<file path="config.mk">
export PLATFORM = sky130hd
export DESIGN_NAME = wildcard_byte_signature_scan
export DESIGN_NICKNAME = d
export VERILOG_FILES = /design/src/rtl/wbss_pkg.sv /design/src/rtl/wbss_cfg.sv /design/src/rtl/wbss_cell.sv /design/src/rtl/wildcard_byte_signature_scan.sv
export SDC_FILE = /design/constraint.sdc
export NUM_CORES = 1
export LEC_CHECK = 0
export ABC_AREA = 1
export BUFFER_PORTS_ARGS = -buffer_cell sky130_fd_sc_hd__buf_2
export CAP_MARGIN = 5
export CORE_UTILIZATION = 45
export CTS_CLUSTER_DIAMETER = 60
export DETAILED_ROUTE_END_ITERATION = 7
export PLACE_DENSITY = 0.6
export RECOVER_POWER = 25
export SETUP_SLACK_MARGIN = 0.05
export SYNTH_ARGS = -nofsm -noshare
export SYNTH_HDL_FRONTEND = slang
export SYNTH_HIERARCHICAL = 1
export SYNTH_SLANG_ARGS = --single-unit
export TNS_END_PERCENT = 30
</file>
<file path="constraint.sdc">
create_clock -name clk_i -period 7.71 [get_ports clk_i]
set_input_delay 1.1565 -clock clk_i [delete_from_list [all_inputs] [get_ports clk_i]]
set_output_delay 1.1565 -clock clk_i [all_outputs]
set_load 0.01 [all_outputs]
</file>
<file path="src/rtl/wbss_pkg.sv">
// ----------------------------------------------------------------------------
// Wildcard byte signature scan package
// Shared types, register codes and sizing constants for the scanner.
// ----------------------------------------------------------------------------
package wbss_pkg;

  // Default number of signature positions (one scan cell each).
  localparam int unsigned PatternMaxDefault = 16;

  // Signature bytes that have pattern and care registers behind them.
  localparam int unsigned SigRegBytes = 16;

  // Configuration port sizing.
  localparam int unsigned CfgDataW = 64;
  localparam int unsigned CfgAddrW = 6;
  localparam int unsigned AddrW    = 32;
  localparam int unsigned LenRegW  = 5;

  // Register indexes, taken from paddr[5:3].
  typedef enum logic [2:0] {
    REG_PAT_LO  = 3'd0,
    REG_PAT_HI  = 3'd1,
    REG_CARE    = 3'd2,
    REG_LENGTH  = 3'd3,
    REG_BASE    = 3'd4
  } reg_idx_e;

  // Register file contents handed to the scan logic.
  typedef struct packed {
    logic [63:0]        pattern_lo;
    logic [63:0]        pattern_hi;
    logic [31:0]        care_mask;
    logic [LenRegW-1:0] pattern_length;
    logic [AddrW-1:0]   base_address;
  } cfg_t;

  // Per-cell control from the scan sequencer.
  typedef struct packed {
    logic update;  // take the shifted flag this cycle
    logic clear;   // end of range, drop the flag
    logic active;  // position lies inside the signature length
    logic tail;    // position is the last byte of the signature
  } cell_ctrl_t;

endpackage

</file>
<file path="src/rtl/wbss_cfg.sv">
// ----------------------------------------------------------------------------
// Wildcard byte signature scan register file
// APB-style register bank holding the signature, care mask, length and base.
// ----------------------------------------------------------------------------
module wbss_cfg (
  input  logic                          clk_i,
  input  logic                          rst_ni,
  input  logic                          psel,
  input  logic                          penable,
  input  logic                          pwrite,
  input  logic [wbss_pkg::CfgAddrW-1:0] paddr,
  input  logic [wbss_pkg::CfgDataW-1:0] pwdata,
  output logic [wbss_pkg::CfgDataW-1:0] prdata,
  output logic                          pready,
  output wbss_pkg::cfg_t                cfg_o
);

  wbss_pkg::cfg_t cfg_q, cfg_d;
  logic [2:0]     idx;
  logic           wr_en;

  assign idx    = paddr[5:3];
  assign wr_en  = psel & penable & pwrite;
  assign pready = 1'b1;
  assign cfg_o  = cfg_q;

  always_comb begin
    cfg_d = cfg_q;
    if (wr_en) begin
      case (idx)
        wbss_pkg::REG_PAT_LO: cfg_d.pattern_lo     = pwdata;
        wbss_pkg::REG_PAT_HI: cfg_d.pattern_hi     = pwdata;
        wbss_pkg::REG_CARE:   cfg_d.care_mask      = pwdata[31:0];
        wbss_pkg::REG_LENGTH: cfg_d.pattern_length = pwdata[wbss_pkg::LenRegW-1:0];
        wbss_pkg::REG_BASE:   cfg_d.base_address   = pwdata[wbss_pkg::AddrW-1:0];
        default: ;
      endcase
    end
  end

  always_comb begin
    case (idx)
      wbss_pkg::REG_PAT_LO: prdata = cfg_q.pattern_lo;
      wbss_pkg::REG_PAT_HI: prdata = cfg_q.pattern_hi;
      wbss_pkg::REG_CARE:   prdata = {32'd0, cfg_q.care_mask};
      wbss_pkg::REG_LENGTH: prdata = {{(wbss_pkg::CfgDataW-wbss_pkg::LenRegW){1'b0}},
                                      cfg_q.pattern_length};
      wbss_pkg::REG_BASE:   prdata = {32'd0, cfg_q.base_address};
      default:              prdata = '0;
    endcase
  end

  always_ff @(posedge clk_i or negedge rst_ni) begin
    if (!rst_ni) begin
      cfg_q <= '0;
    end else begin
      cfg_q <= cfg_d;
    end
  end

endmodule

</file>
<file path="src/rtl/wbss_cell.sv">
// ----------------------------------------------------------------------------
// Wildcard byte signature scan cell
// One signature position: nibble compare with wildcards and a partial-match
// flag that is handed to the next cell.
// ----------------------------------------------------------------------------
module wbss_cell (
  input  logic                   clk_i,
  input  logic                   rst_ni,
  input  wbss_pkg::cell_ctrl_t   ctrl_i,
  input  logic [7:0]             data_i,
  input  logic [7:0]             pat_i,
  input  logic [1:0]             care_i,   // bit 1 high nibble, bit 0 low nibble
  input  logic                   prev_i,   // flag of the previous position
  output logic                   flag_o,
  output logic                   match_o
);

  logic       flag_q, flag_d;
  logic [7:0] diff;
  logic       hit;
  logic       next_flag;

  assign diff      = pat_i ^ data_i;
  assign hit       = (!care_i[1] || (diff[7:4] == 4'h0)) &&
                     (!care_i[0] || (diff[3:0] == 4'h0));
  assign next_flag = prev_i & hit & ctrl_i.active;

  // The whole signature is matched when the tail position gets its flag.
  assign match_o = next_flag & ctrl_i.tail;
  assign flag_o  = flag_q;

  always_comb begin
    flag_d = flag_q;
    if (ctrl_i.clear) begin
      flag_d = 1'b0;
    end else if (ctrl_i.update) begin
      flag_d = next_flag;
    end
  end

  always_ff @(posedge clk_i or negedge rst_ni) begin
    if (!rst_ni) begin
      flag_q <= 1'b0;
    end else begin
      flag_q <= flag_d;
    end
  end

endmodule

</file>
<file path="src/rtl/wildcard_byte_signature_scan.sv">
// ----------------------------------------------------------------------------
// Wildcard byte signature scan
// Streams memory bytes through a row of shift-and cells and reports the
// first occurrence of a nibble-wildcard signature as an address range.
// ----------------------------------------------------------------------------
//
//  Channel   Direction  Transaction contents
//  s_axis    in         tdata[7:0] data_byte, tlast last_byte
//  m_axis    out        tdata[31:0] match_start, [63:32] match_end,
//                       tuser[0] found
//  APB       in         pattern low/high, care mask, length, base address
//
// For every byte, all cells compare it in parallel and each hands its
// partial-match flag to its neighbor at the same edge. A result is
// registered in the cycle after the byte that causes it. The single output
// register is refilled in the cycle it drains, so bytes stream at one per
// cycle as long as m_axis_tready is high; s_axis_tready drops only while a
// result waits and m_axis_tready is low. Reset clears the flags, the byte
// position, the done flag, the output valid flag and all configuration.
//
// The block reports at most one result per range: found with the matched
// range, not found with an empty range at the base address on the final
// byte, or not found at base+1 on the first byte when the length is zero.
// Later bytes of the range are consumed without a result; the final byte
// restarts the search for the next range.
// ----------------------------------------------------------------------------
module wildcard_byte_signature_scan #(
  parameter int unsigned PATTERN_MAX = wbss_pkg::PatternMaxDefault
) (
  input  logic                          clk_i,
  input  logic                          rst_ni,
  // Input bytes.
  input  logic                          s_axis_tvalid,
  output logic                          s_axis_tready,
  input  logic [7:0]                    s_axis_tdata,   // [7:0] data_byte
  input  logic                          s_axis_tlast,   // last_byte
  // Results.
  output logic                          m_axis_tvalid,
  input  logic                          m_axis_tready,
  output logic [63:0]                   m_axis_tdata,   // [31:0] match_start,
                                                        // [63:32] match_end
  output logic                          m_axis_tuser,   // [0] found
  // Configuration.
  input  logic                          psel,
  input  logic                          penable,
  input  logic                          pwrite,
  input  logic [wbss_pkg::CfgAddrW-1:0] paddr,
  input  logic [wbss_pkg::CfgDataW-1:0] pwdata,
  output logic [wbss_pkg::CfgDataW-1:0] prdata,
  output logic                          pready
);

  localparam int unsigned LenW = $clog2(PATTERN_MAX + 1);
  localparam int unsigned AW   = wbss_pkg::AddrW;

  wbss_pkg::cfg_t cfg;

  wbss_cfg u_cfg (
    .clk_i   (clk_i),
    .rst_ni  (rst_ni),
    .psel    (psel),
    .penable (penable),
    .pwrite  (pwrite),
    .paddr   (paddr),
    .pwdata  (pwdata),
    .prdata  (prdata),
    .pready  (pready),
    .cfg_o   (cfg)
  );

  // Effective length, clamped to the number of cells. An 8-bit working width
  // covers every cell count in range.
  logic [7:0]      len_raw;
  logic [7:0]      len_lim;
  logic [LenW-1:0] len_eff;

  assign len_raw = {3'd0, cfg.pattern_length};
  assign len_lim = (len_raw > 8'(PATTERN_MAX)) ? 8'(PATTERN_MAX) : len_raw;
  assign len_eff = len_lim[LenW-1:0];

  // Scan sequencing.
  logic          accept;
  logic          process;
  logic          zero_len;
  logic          update;
  logic          match;
  logic          res_valid;
  logic          done_q, done_d;
  logic [AW-1:0] pos_q, pos_d;

  logic [PATTERN_MAX-1:0] flags;
  logic [PATTERN_MAX-1:0] cell_match;

  assign accept   = s_axis_tvalid & s_axis_tready;
  assign process  = accept & ~done_q;
  assign zero_len = (len_lim == 8'd0);
  assign update   = process & ~zero_len;
  assign match    = update & (|cell_match);

  // Row of cells. Positions beyond the register file compare as wildcards.
  for (genvar i = 0; i < PATTERN_MAX; i++) begin : g_cell
    wbss_pkg::cell_ctrl_t ctrl;
    logic [7:0]           pat;
    logic [1:0]           care;
    logic                 prev;

    assign ctrl.update = update;
    assign ctrl.clear  = accept & s_axis_tlast;
    assign ctrl.active = (8'(i) < len_lim);
    assign ctrl.tail   = (8'(i + 1) == len_lim);

    if (i < wbss_pkg::SigRegBytes) begin : g_reg
      if (i < 8) begin : g_lo
        assign pat = cfg.pattern_lo[8*i +: 8];
      end else begin : g_hi
        assign pat = cfg.pattern_hi[8*(i-8) +: 8];
      end
      assign care = cfg.care_mask[2*i +: 2];
    end else begin : g_wild
      assign pat  = 8'h00;
      assign care = 2'b00;
    end

    if (i == 0) begin : g_head
      assign prev = 1'b1;
    end else begin : g_link
      assign prev = flags[i-1];
    end

    wbss_cell u_cell (
      .clk_i   (clk_i),
      .rst_ni  (rst_ni),
      .ctrl_i  (ctrl),
      .data_i  (s_axis_tdata),
      .pat_i   (pat),
      .care_i  (care),
      .prev_i  (prev),
      .flag_o  (flags[i]),
      .match_o (cell_match[i])
    );
  end

  // Result fields. The match ends just after the current byte and starts one
  // signature length earlier, both modulo 2^32.
  logic [AW-1:0] end_addr;
  logic [AW-1:0] start_addr;
  logic [AW-1:0] base_plus1;
  logic          res_found;
  logic [AW-1:0] res_start;
  logic [AW-1:0] res_end;

  assign end_addr   = cfg.base_address + pos_q + AW'(1);
  assign start_addr = end_addr - AW'(len_eff);
  assign base_plus1 = cfg.base_address + AW'(1);

  assign res_valid = process & (zero_len | match | s_axis_tlast);

  always_comb begin
    if (zero_len) begin
      res_found = 1'b0;
      res_start = base_plus1;
      res_end   = base_plus1;
    end else if (match) begin
      res_found = 1'b1;
      res_start = start_addr;
      res_end   = end_addr;
    end else begin
      res_found = 1'b0;
      res_start = cfg.base_address;
      res_end   = cfg.base_address;
    end
  end

  // The final byte of a range always restarts the search.
  always_comb begin
    done_d = done_q;
    pos_d  = pos_q;
    if (accept && s_axis_tlast) begin
      done_d = 1'b0;
      pos_d  = '0;
    end else begin
      if (process && (zero_len || match)) begin
        done_d = 1'b1;
      end
      if (update) begin
        pos_d = pos_q + AW'(1);
      end
    end
  end

  always_ff @(posedge clk_i or negedge rst_ni) begin
    if (!rst_ni) begin
      done_q <= 1'b0;
      pos_q  <= '0;
    end else begin
      done_q <= done_d;
      pos_q  <= pos_d;
    end
  end

  // Output register. It may be reloaded in the same cycle it drains.
  logic          out_valid_q, out_valid_d;
  logic          out_found_q;
  logic [AW-1:0] out_start_q;
  logic [AW-1:0] out_end_q;

  assign s_axis_tready = ~out_valid_q | m_axis_tready;

  always_comb begin
    out_valid_d = out_valid_q;
    if (res_valid) begin
      out_valid_d = 1'b1;
    end else if (m_axis_tready) begin
      out_valid_d = 1'b0;
    end
  end

  always_ff @(posedge clk_i or negedge rst_ni) begin
    if (!rst_ni) begin
      out_valid_q <= 1'b0;
    end else begin
      out_valid_q <= out_valid_d;
    end
  end

  always_ff @(posedge clk_i) begin
    if (res_valid) begin
      out_found_q <= res_found;
      out_start_q <= res_start;
      out_end_q   <= res_end;
    end
  end

  assign m_axis_tvalid = out_valid_q;
  assign m_axis_tdata  = {out_end_q, out_start_q};
  assign m_axis_tuser  = out_found_q;

endmodule
</file>
==> metrics.cfg, run 1 <==
[clock_tree]
post_cts_buffers=0
cts_hold_buf=0
cts_buffers=39
cts_tree=yes
cts_root_buf=clkbuf_16
worst_setup_hold_path_clk_slew_ns=0.06
cts.repair.resized=0
htree_levels=2
clk_latency_ns=0.57
cts.sinks=311
cts_buffer_depth=3

[global_routing]
grt_pass1_wl_um=114800
track_usage_pct=29.91
grt_antenna_before_repair=4
first_global_vias=20750
grt_max_degree=165
overflow=0

[setup_path]
cp-start-kind=flip-flop
rr_endpoint=out_start_q[24]$_DFFE_PP_
path_delay_family=simple AND/OR/NAND/NOR gates
max_stage_delay_ns=0.58
required_ns=8.02
end_kind=flip-flop
worst-path-max-fanout=46
r2r_setup_slack_ns=2.45
worstReg2RegStart=u_cfg/cfg_o[32]$_DFFE_PN0P_
crit_slowest_cell=clkinv_2
crit_chain=inv_1 -> nor2_1 -> inv_1 -> nor2_1 -> inv_1 -> o21ai_0 -> nand2_1 -> inv_1 -> nand3_2 -> nor2_1 -> nor4_1 -> nand3_1 -> nand2_4 -> clkinv_2 -> nand2_1 -> nor2_2 -> inv_1 -> nor2_1 -> nand2_1 -> nor2_1 -> nand2_1 -> nand3_1 -> nand2_1
r2r_cells=23
cp_data_arrival_time_ns=5.57
crit_buf_inv=6
critPathKind=reg -> reg

[min_path]
min_to=u_cfg/cfg_o[57]$_DFFE_PN0P_
hold-path-cell-count=2
hold_class=reg -> reg
hold_start=u_cfg/cfg_o[57]$_DFFE_PN0P_

[flow_run]
max_cap_viol_count=1

[floorplanning]
die_x_um=223.1
start_util_pct=45.89
die_y_um=223.1
rows=80
die-area_sq_um=49780
ios=218
core_area_sq_um=47950

[timing]
fin_crit_ns=5.255
tns_ns=0
maxSlewHeadroom_pct=-220.8
timing.final.ws_setup_ns=2.455
finalHoldViolCount=0
skew_ns=0.02230
worst_pin_slew_ns=4.812
setup_viol=0
fmax_mhz=190.3
rsz0062_at_grt=no
finalMaxSlewViolations=83
finalCritPeriodShare_pct=68.16

[power_and_ir_drop]
power_density_nw_per_um2=244.2
p_leak_nw=13.40
ir_worst_vdd_uv=147.7

[layout]
final_cell_mix=nand2_1 (1,193), inv_1 (548), nor2_1 (315)
nets=3697
seqCellArea_sq_um=8108
fillers=4832
final_common_cell=nand2_1
syn_to_final_growth_pct=12.53
layout-drive-gt1-share_pct=11.53
multi_input_area_sq_um=11290

[routing]
ant_nets=0
wl_um=74780
firstDrtPassIters=6
drt-vias-per-instance=5.237
vias=22080
wl_per_cell_um=17.74
drc=0
drt_iter0_drc=1660

[yosys]
synth.cell_area_sq_um=22000
synth_area_per_cell_sq_um=6.473
synthCells=3399
yosys_warnings=6
syn_nets=3525

[placed_design]
io_buffers=213
place_ws_ns=2.067
gp_congestion=0.9386
dp_hpwl_um=54330

[status]
violations=max-capacitance violations, max-slew violations
status=complete, but fails checks

through the flow:
step / util (%) / cell area (sq um) / power, W / cells / hold slack, ns
after floorplan: - / 22000 / 0.003634 / 3399 / 0.4748
after global placement: 49.12 / 23550 / 0.004267 / 4145 / 0.4914
after detailed placement: 49.12 / 23550 / 0.004311 / 4145 / 0.4976
after CTS: 51.66 / 24770 / 0.006091 / 4215 / 0.5117
after global routing: 51.63 / 24760 / 0.006448 / 4215 / 0.5373
final: 51.64 / 24760 / 0.006047 / 4216 / 0.5108
worst max-delay path by stage:
stage / slack, ns / startpoint / endpoint / cells past startpoint
finish: 2.45 / u_cfg/cfg_o[32]$_DFFE_PN0P_ / out_start_q[24]$_DFFE_PP_ / 23
global route: 1.77 / rst_ni / pos_q[30]$_DFFE_PN0P_ / 1
CTS: 2.40 / u_cfg/cfg_o[32]$_DFFE_PN0P_ / out_start_q[24]$_DFFE_PP_ / 23
detailed placement: 2.07 / s_axis_tdata[5] / out_start_q[24]$_DFFE_PP_ / 21
global placement: 2.11 / s_axis_tdata[4] / out_start_q[24]$_DFFE_PP_ / 21
floorplan: 0.97 / m_axis_tready / m_axis_tuser$_SDFFCE_PP0P_ / 4
worst register-to-register path, stage by stage, from the launching register on:
cell and delay, ns:
dfrtp_1 0.50, inv_1 0.15, nor2_1 0.54, inv_1 0.23, nor2_1 0.26, inv_1 0.14, o21ai_0 0.21, nand2_1 0.08
inv_1 0.07, nand3_2 0.11, nor2_1 0.14, nor4_1 0.07, nand3_1 0.26, nand2_4 0.32, clkinv_2 0.60, nand2_1 0.24
nor2_2 0.24, inv_1 0.13, nor2_1 0.23, nand2_1 0.16, nor2_1 0.13, nand2_1 0.06, nand3_1 0.09, nand2_1 0.05
where the power goes:
part	internal (W)	total, W	switching (W)
combinational	0.000638	0.00189	0.00125
clock	0.00102	0.00176	0.000745
sequential	0.00207	0.00240	0.000325
flip-flops by register name, indices dropped and copies added (netlist names):
register,cells
pos_q,32
g_cell.u_cell/flag_o,15
done_q,1
out_start_q,32
u_cfg/cfg_o,197
out_end_q,32
m_axis_tuser,1
m_axis_tvalid,1
routing by layer:
layer  routed length [um]  global-route usage (%)  vias up
li1                     -                       -    11010
met3                 3989                   3.780      149
met2                37120                   52.98      685
met4                 2680                   11.48        6
met5                   44                       0        -
met1                30950                   36.93    10230
layout make-up:
class	instances	area share, %
inverters	564	8.566
clock inverters	18	0.5609
clock buffers	52	4.346
diodes	1	0.01011
multi-input cells	2418	45.58
flip-flops and latches	311	32.75
well taps	615	3.108
repair buffers	237	5.079
(Power assumes the default switching activity.)
==> inputs of run 2 (changes only) <==
- PLACE_DENSITY: 0.6 -> 0.63
- clock period: 7.71 -> 4.6 ns (I/O delays scaled with it)
==> run 2 against run 1 <==
Compared with the run above:
- the run still ends with max-capacitance violations, max-slew violations left
- register-to-register slack worse by 2.0 ns
- utilization is 0.53 points higher
- final cell count is 0.52% higher
- clock-buffer cell count is 5 higher
- die area stayed put
- worst setup slack worse by 2.0 ns
- combinational power is 68% higher
- clock power is 73% higher
- sequential power is 66% higher
- non-clock buffer count is 15 higher
- critical path depth stayed put
- critical endpoint is now out_start_q[27]$_DFFE_PP_
- highest routed layer unchanged
==> metrics.cfg, run 2 (synthesis results as in run 1) <==
[global_routing]
track_usage_pct=28.34  ; was 29.91%
grt_pass1_wl_um=110700  ; was 114,800 um
grt_max_degree=115  ; was 165
overflow=0  ; unchanged
first_global_vias=20480  ; was 20,750
grt_antenna_before_repair=7  ; was 4

[setup_path]
crit_chain=inv_1 -> ha_1 -> fa_1 -> inv_1 -> nand2_1 -> nand2_1 -> and2_1 -> xor2_1 -> ha_1 -> nand2_1 -> inv_1 -> a21oi_1 -> nand3_1 -> nor2_2 -> nand2_4 -> nor2_8 -> nand3_4 -> nor2_4 -> nand2_4 -> nor2_8 -> nand2_2 -> o21ai_1 -> nand2_1  ; was inv_1 -> nor2_1 -> inv_1 -> nor2_1 -> inv_1 -> o21ai_0 -> nand2_1 -> inv_1 -> nand3_2 -> nor2_1 -> nor4_1 -> nand3_1 -> nand2_4 -> clkinv_2 -> nand2_1 -> nor2_2 -> inv_1 -> nor2_1 -> nand2_1 -> nor2_1 -> nand2_1 -> nand3_1 -> nand2_1
cp-startpoint=u_cfg/cfg_o[0]$_DFFE_PN0P_  ; was u_cfg/cfg_o[32]$_DFFE_PN0P_
crit_slowest_cell=dfrtp_1  ; was clkinv_2
crit_buf_inv=3  ; was 6
worst-path-max-fanout=6  ; was 46
max_stage_delay_ns=0.47  ; was 0.58 ns
path_delay_family=simple AND/OR/NAND/NOR gates  ; unchanged
critPathKind=reg -> reg  ; unchanged
required_ns=4.92  ; was 8.02 ns
cp_common_cell=nand2_1
cp-start-kind=flip-flop  ; unchanged
worstReg2RegStart=u_cfg/cfg_o[0]$_DFFE_PN0P_  ; was u_cfg/cfg_o[32]$_DFFE_PN0P_
cp_data_arrival_time_ns=4.44  ; was 5.57 ns
end_kind=flip-flop  ; unchanged

[timing]
fin_crit_ns=4.118  ; was 5.255 ns
timing.final.ws_setup_ns=0.4823  ; was 2.455 ns
tns_ns=0  ; unchanged
finalMaxSlewViolations=114  ; was 83
finalCritPeriodShare_pct=89.51  ; was 68.16%
rsz0062_at_grt=no  ; unchanged
skew_ns=0.02595  ; was 0.02230 ns
fmax_mhz=242.9  ; was 190.3 MHz
worst_pin_slew_ns=3.062  ; was 4.812 ns
finalHoldViolCount=0  ; unchanged
holdWs_ns=0.3281  ; was 0.5108 ns
maxSlewHeadroom_pct=-104.1  ; was -220.8%
setup_viol=0  ; unchanged

[routing]
ant_nets=0  ; unchanged
wl_met1_um=29690  ; was 30,950 um
wl_um=69340  ; was 74,780 um
wl_per_cell_um=16.36  ; was 17.74 um
wl_met2_um=32790  ; was 37,120 um
top_layer=met5  ; unchanged
vias=21730  ; was 22,080
drt_iter0_drc=1462  ; was 1,660
firstDrtPassIters=6  ; unchanged
drt-vias-per-instance=5.127  ; was 5.237
wl_met3_um=4322  ; was 3989 um
drc=0  ; unchanged

[power_and_ir_drop]
ir_worst_vdd_uv=314.0  ; was 147.7 uV
p_leak_nw=13.53  ; was 13.40 nW
power_density_nw_per_um2=407.8  ; was 244.2 nW/um^2

[layout]
final_cell_mix=nand2_1 (1,193), inv_1 (548), nor2_1 (313)  ; was nand2_1 (1,193), inv_1 (548), nor2_1 (315)
final_common_cell=nand2_1  ; unchanged
fin_util_pct=52.17  ; was 51.64%
stdcell_area_sq_um=25010  ; was 24,760 sq um
fillers=4932  ; was 4,832
syn_to_final_growth_pct=13.68  ; was 12.53%
largest_register_ffs=197  ; unchanged
nets=3713  ; was 3,697
layout-drive-gt1-share_pct=12.02  ; was 11.53%

[placed_design]
placed_area_sq_um=23740  ; was 23,550 sq um
io_buffers=213  ; unchanged
place_ws_ns=0.3813  ; was 2.067 ns
dp_hpwl_um=50550  ; was 54,330 um
gp_congestion=0.9097  ; was 0.9386

[clock_tree]
worst_setup_hold_path_clk_slew_ns=0.06  ; about the same
post_cts_buffers=0  ; unchanged
cts_tree=yes  ; unchanged
clk_latency_ns=0.58  ; was 0.57 ns
cts_root_buf=clkbuf_16  ; unchanged
htree_levels=2  ; unchanged
cts_buffers=40  ; was 39
cts.sinks=311  ; unchanged
cts_buffer_depth=3  ; unchanged

[floorplanning]
ios=218  ; unchanged
die_y_um=223.1  ; unchanged
rows=80  ; unchanged
core_area_sq_um=47950  ; unchanged
start_util_pct=45.89  ; unchanged
die-area_sq_um=49780  ; unchanged
die_x_um=223.1  ; unchanged

[min_path]
hold_class=in -> reg  ; was reg -> reg
hold_start=pwdata[53]  ; was u_cfg/cfg_o[57]$_DFFE_PN0P_

[status]
status=complete, but fails checks  ; unchanged
violations=max-capacitance violations, max-slew violations  ; unchanged

[flow_run]
max_cap_viol_count=1  ; unchanged

-- run 2: area by class of cell --
class                   instances  area, sq um  area share, %
repair buffers                252         1431          5.723
clock inverters                16        132.6         0.5303
inverters                     564         2121          8.479
flip-flops and latches        311         8108          32.42
well taps                     615        769.5          3.077
diodes                          5        12.51        0.05002
multi-input cells            2418        11290          45.14
clock buffers                  57         1146          4.582
-- run 2: where the power goes --
group,leakage [nW],total (W),switching (W),internal [W]
Sequential,3.78,0.00399,0.000519,0.00347
Clock,0.621,0.00304,0.00128,0.00175
Combinational,9.13,0.00317,0.00207,0.00110
-- run 2: through the flow --
stage | total power [W] | std cells
6_report | 0.01020 | 4238
5_1_grt | 0.01090 | 4235
4_1_cts | 0.01027 | 4233
3_5_place_dp | 0.007198 | 4160
3_3_place_gp | 0.007151 | 4160
2_1_floorplan | 0.006080 | 3399
-- run 2: routing by layer --
layer | up-vias | GRT usage, %
met1 | 9891 | 36.76
li1 | 11040 | -
met4 | 2 | 11.10
met5 | - | 0
met2 | 643 | 47.82
met3 | 148 | 3.753
-- run 2: what timing repair did --
item                                    4_1_cts  5_1_grt
endpoints found under the setup margin        0        1
hold buffers                                  0        0
gates resized for setup                       0        2
-- run 2: final timing paths --
| check | to | slack (ns) | cells past startpoint |
|---|---|---|---|
| max reg2reg | out_start_q[27]$_DFFE_PP_ | 0.48 | 23 |
| max in group asynchronous | m_axis_tvalid$_DFFE_PN0P_ | 0.80 | 2 |
| min reg2reg | u_cfg/cfg_o[49]$_DFFE_PN0P_ | 0.51 | 2 |
| max | out_start_q[27]$_DFFE_PP_ | 0.48 | 23 |
| min | u_cfg/cfg_o[186]$_DFFE_PN0P_ | 0.33 | 3 |
| min in group asynchronous | u_cfg/cfg_o[26]$_DFFE_PN0P_ | 1.08 | 1 |
-- run 2: tightest hold or removal path, cell delays in order --
cell and delay (ns):
buf_2 0.09, nand2_1 0.04, o21ai_0 0.05
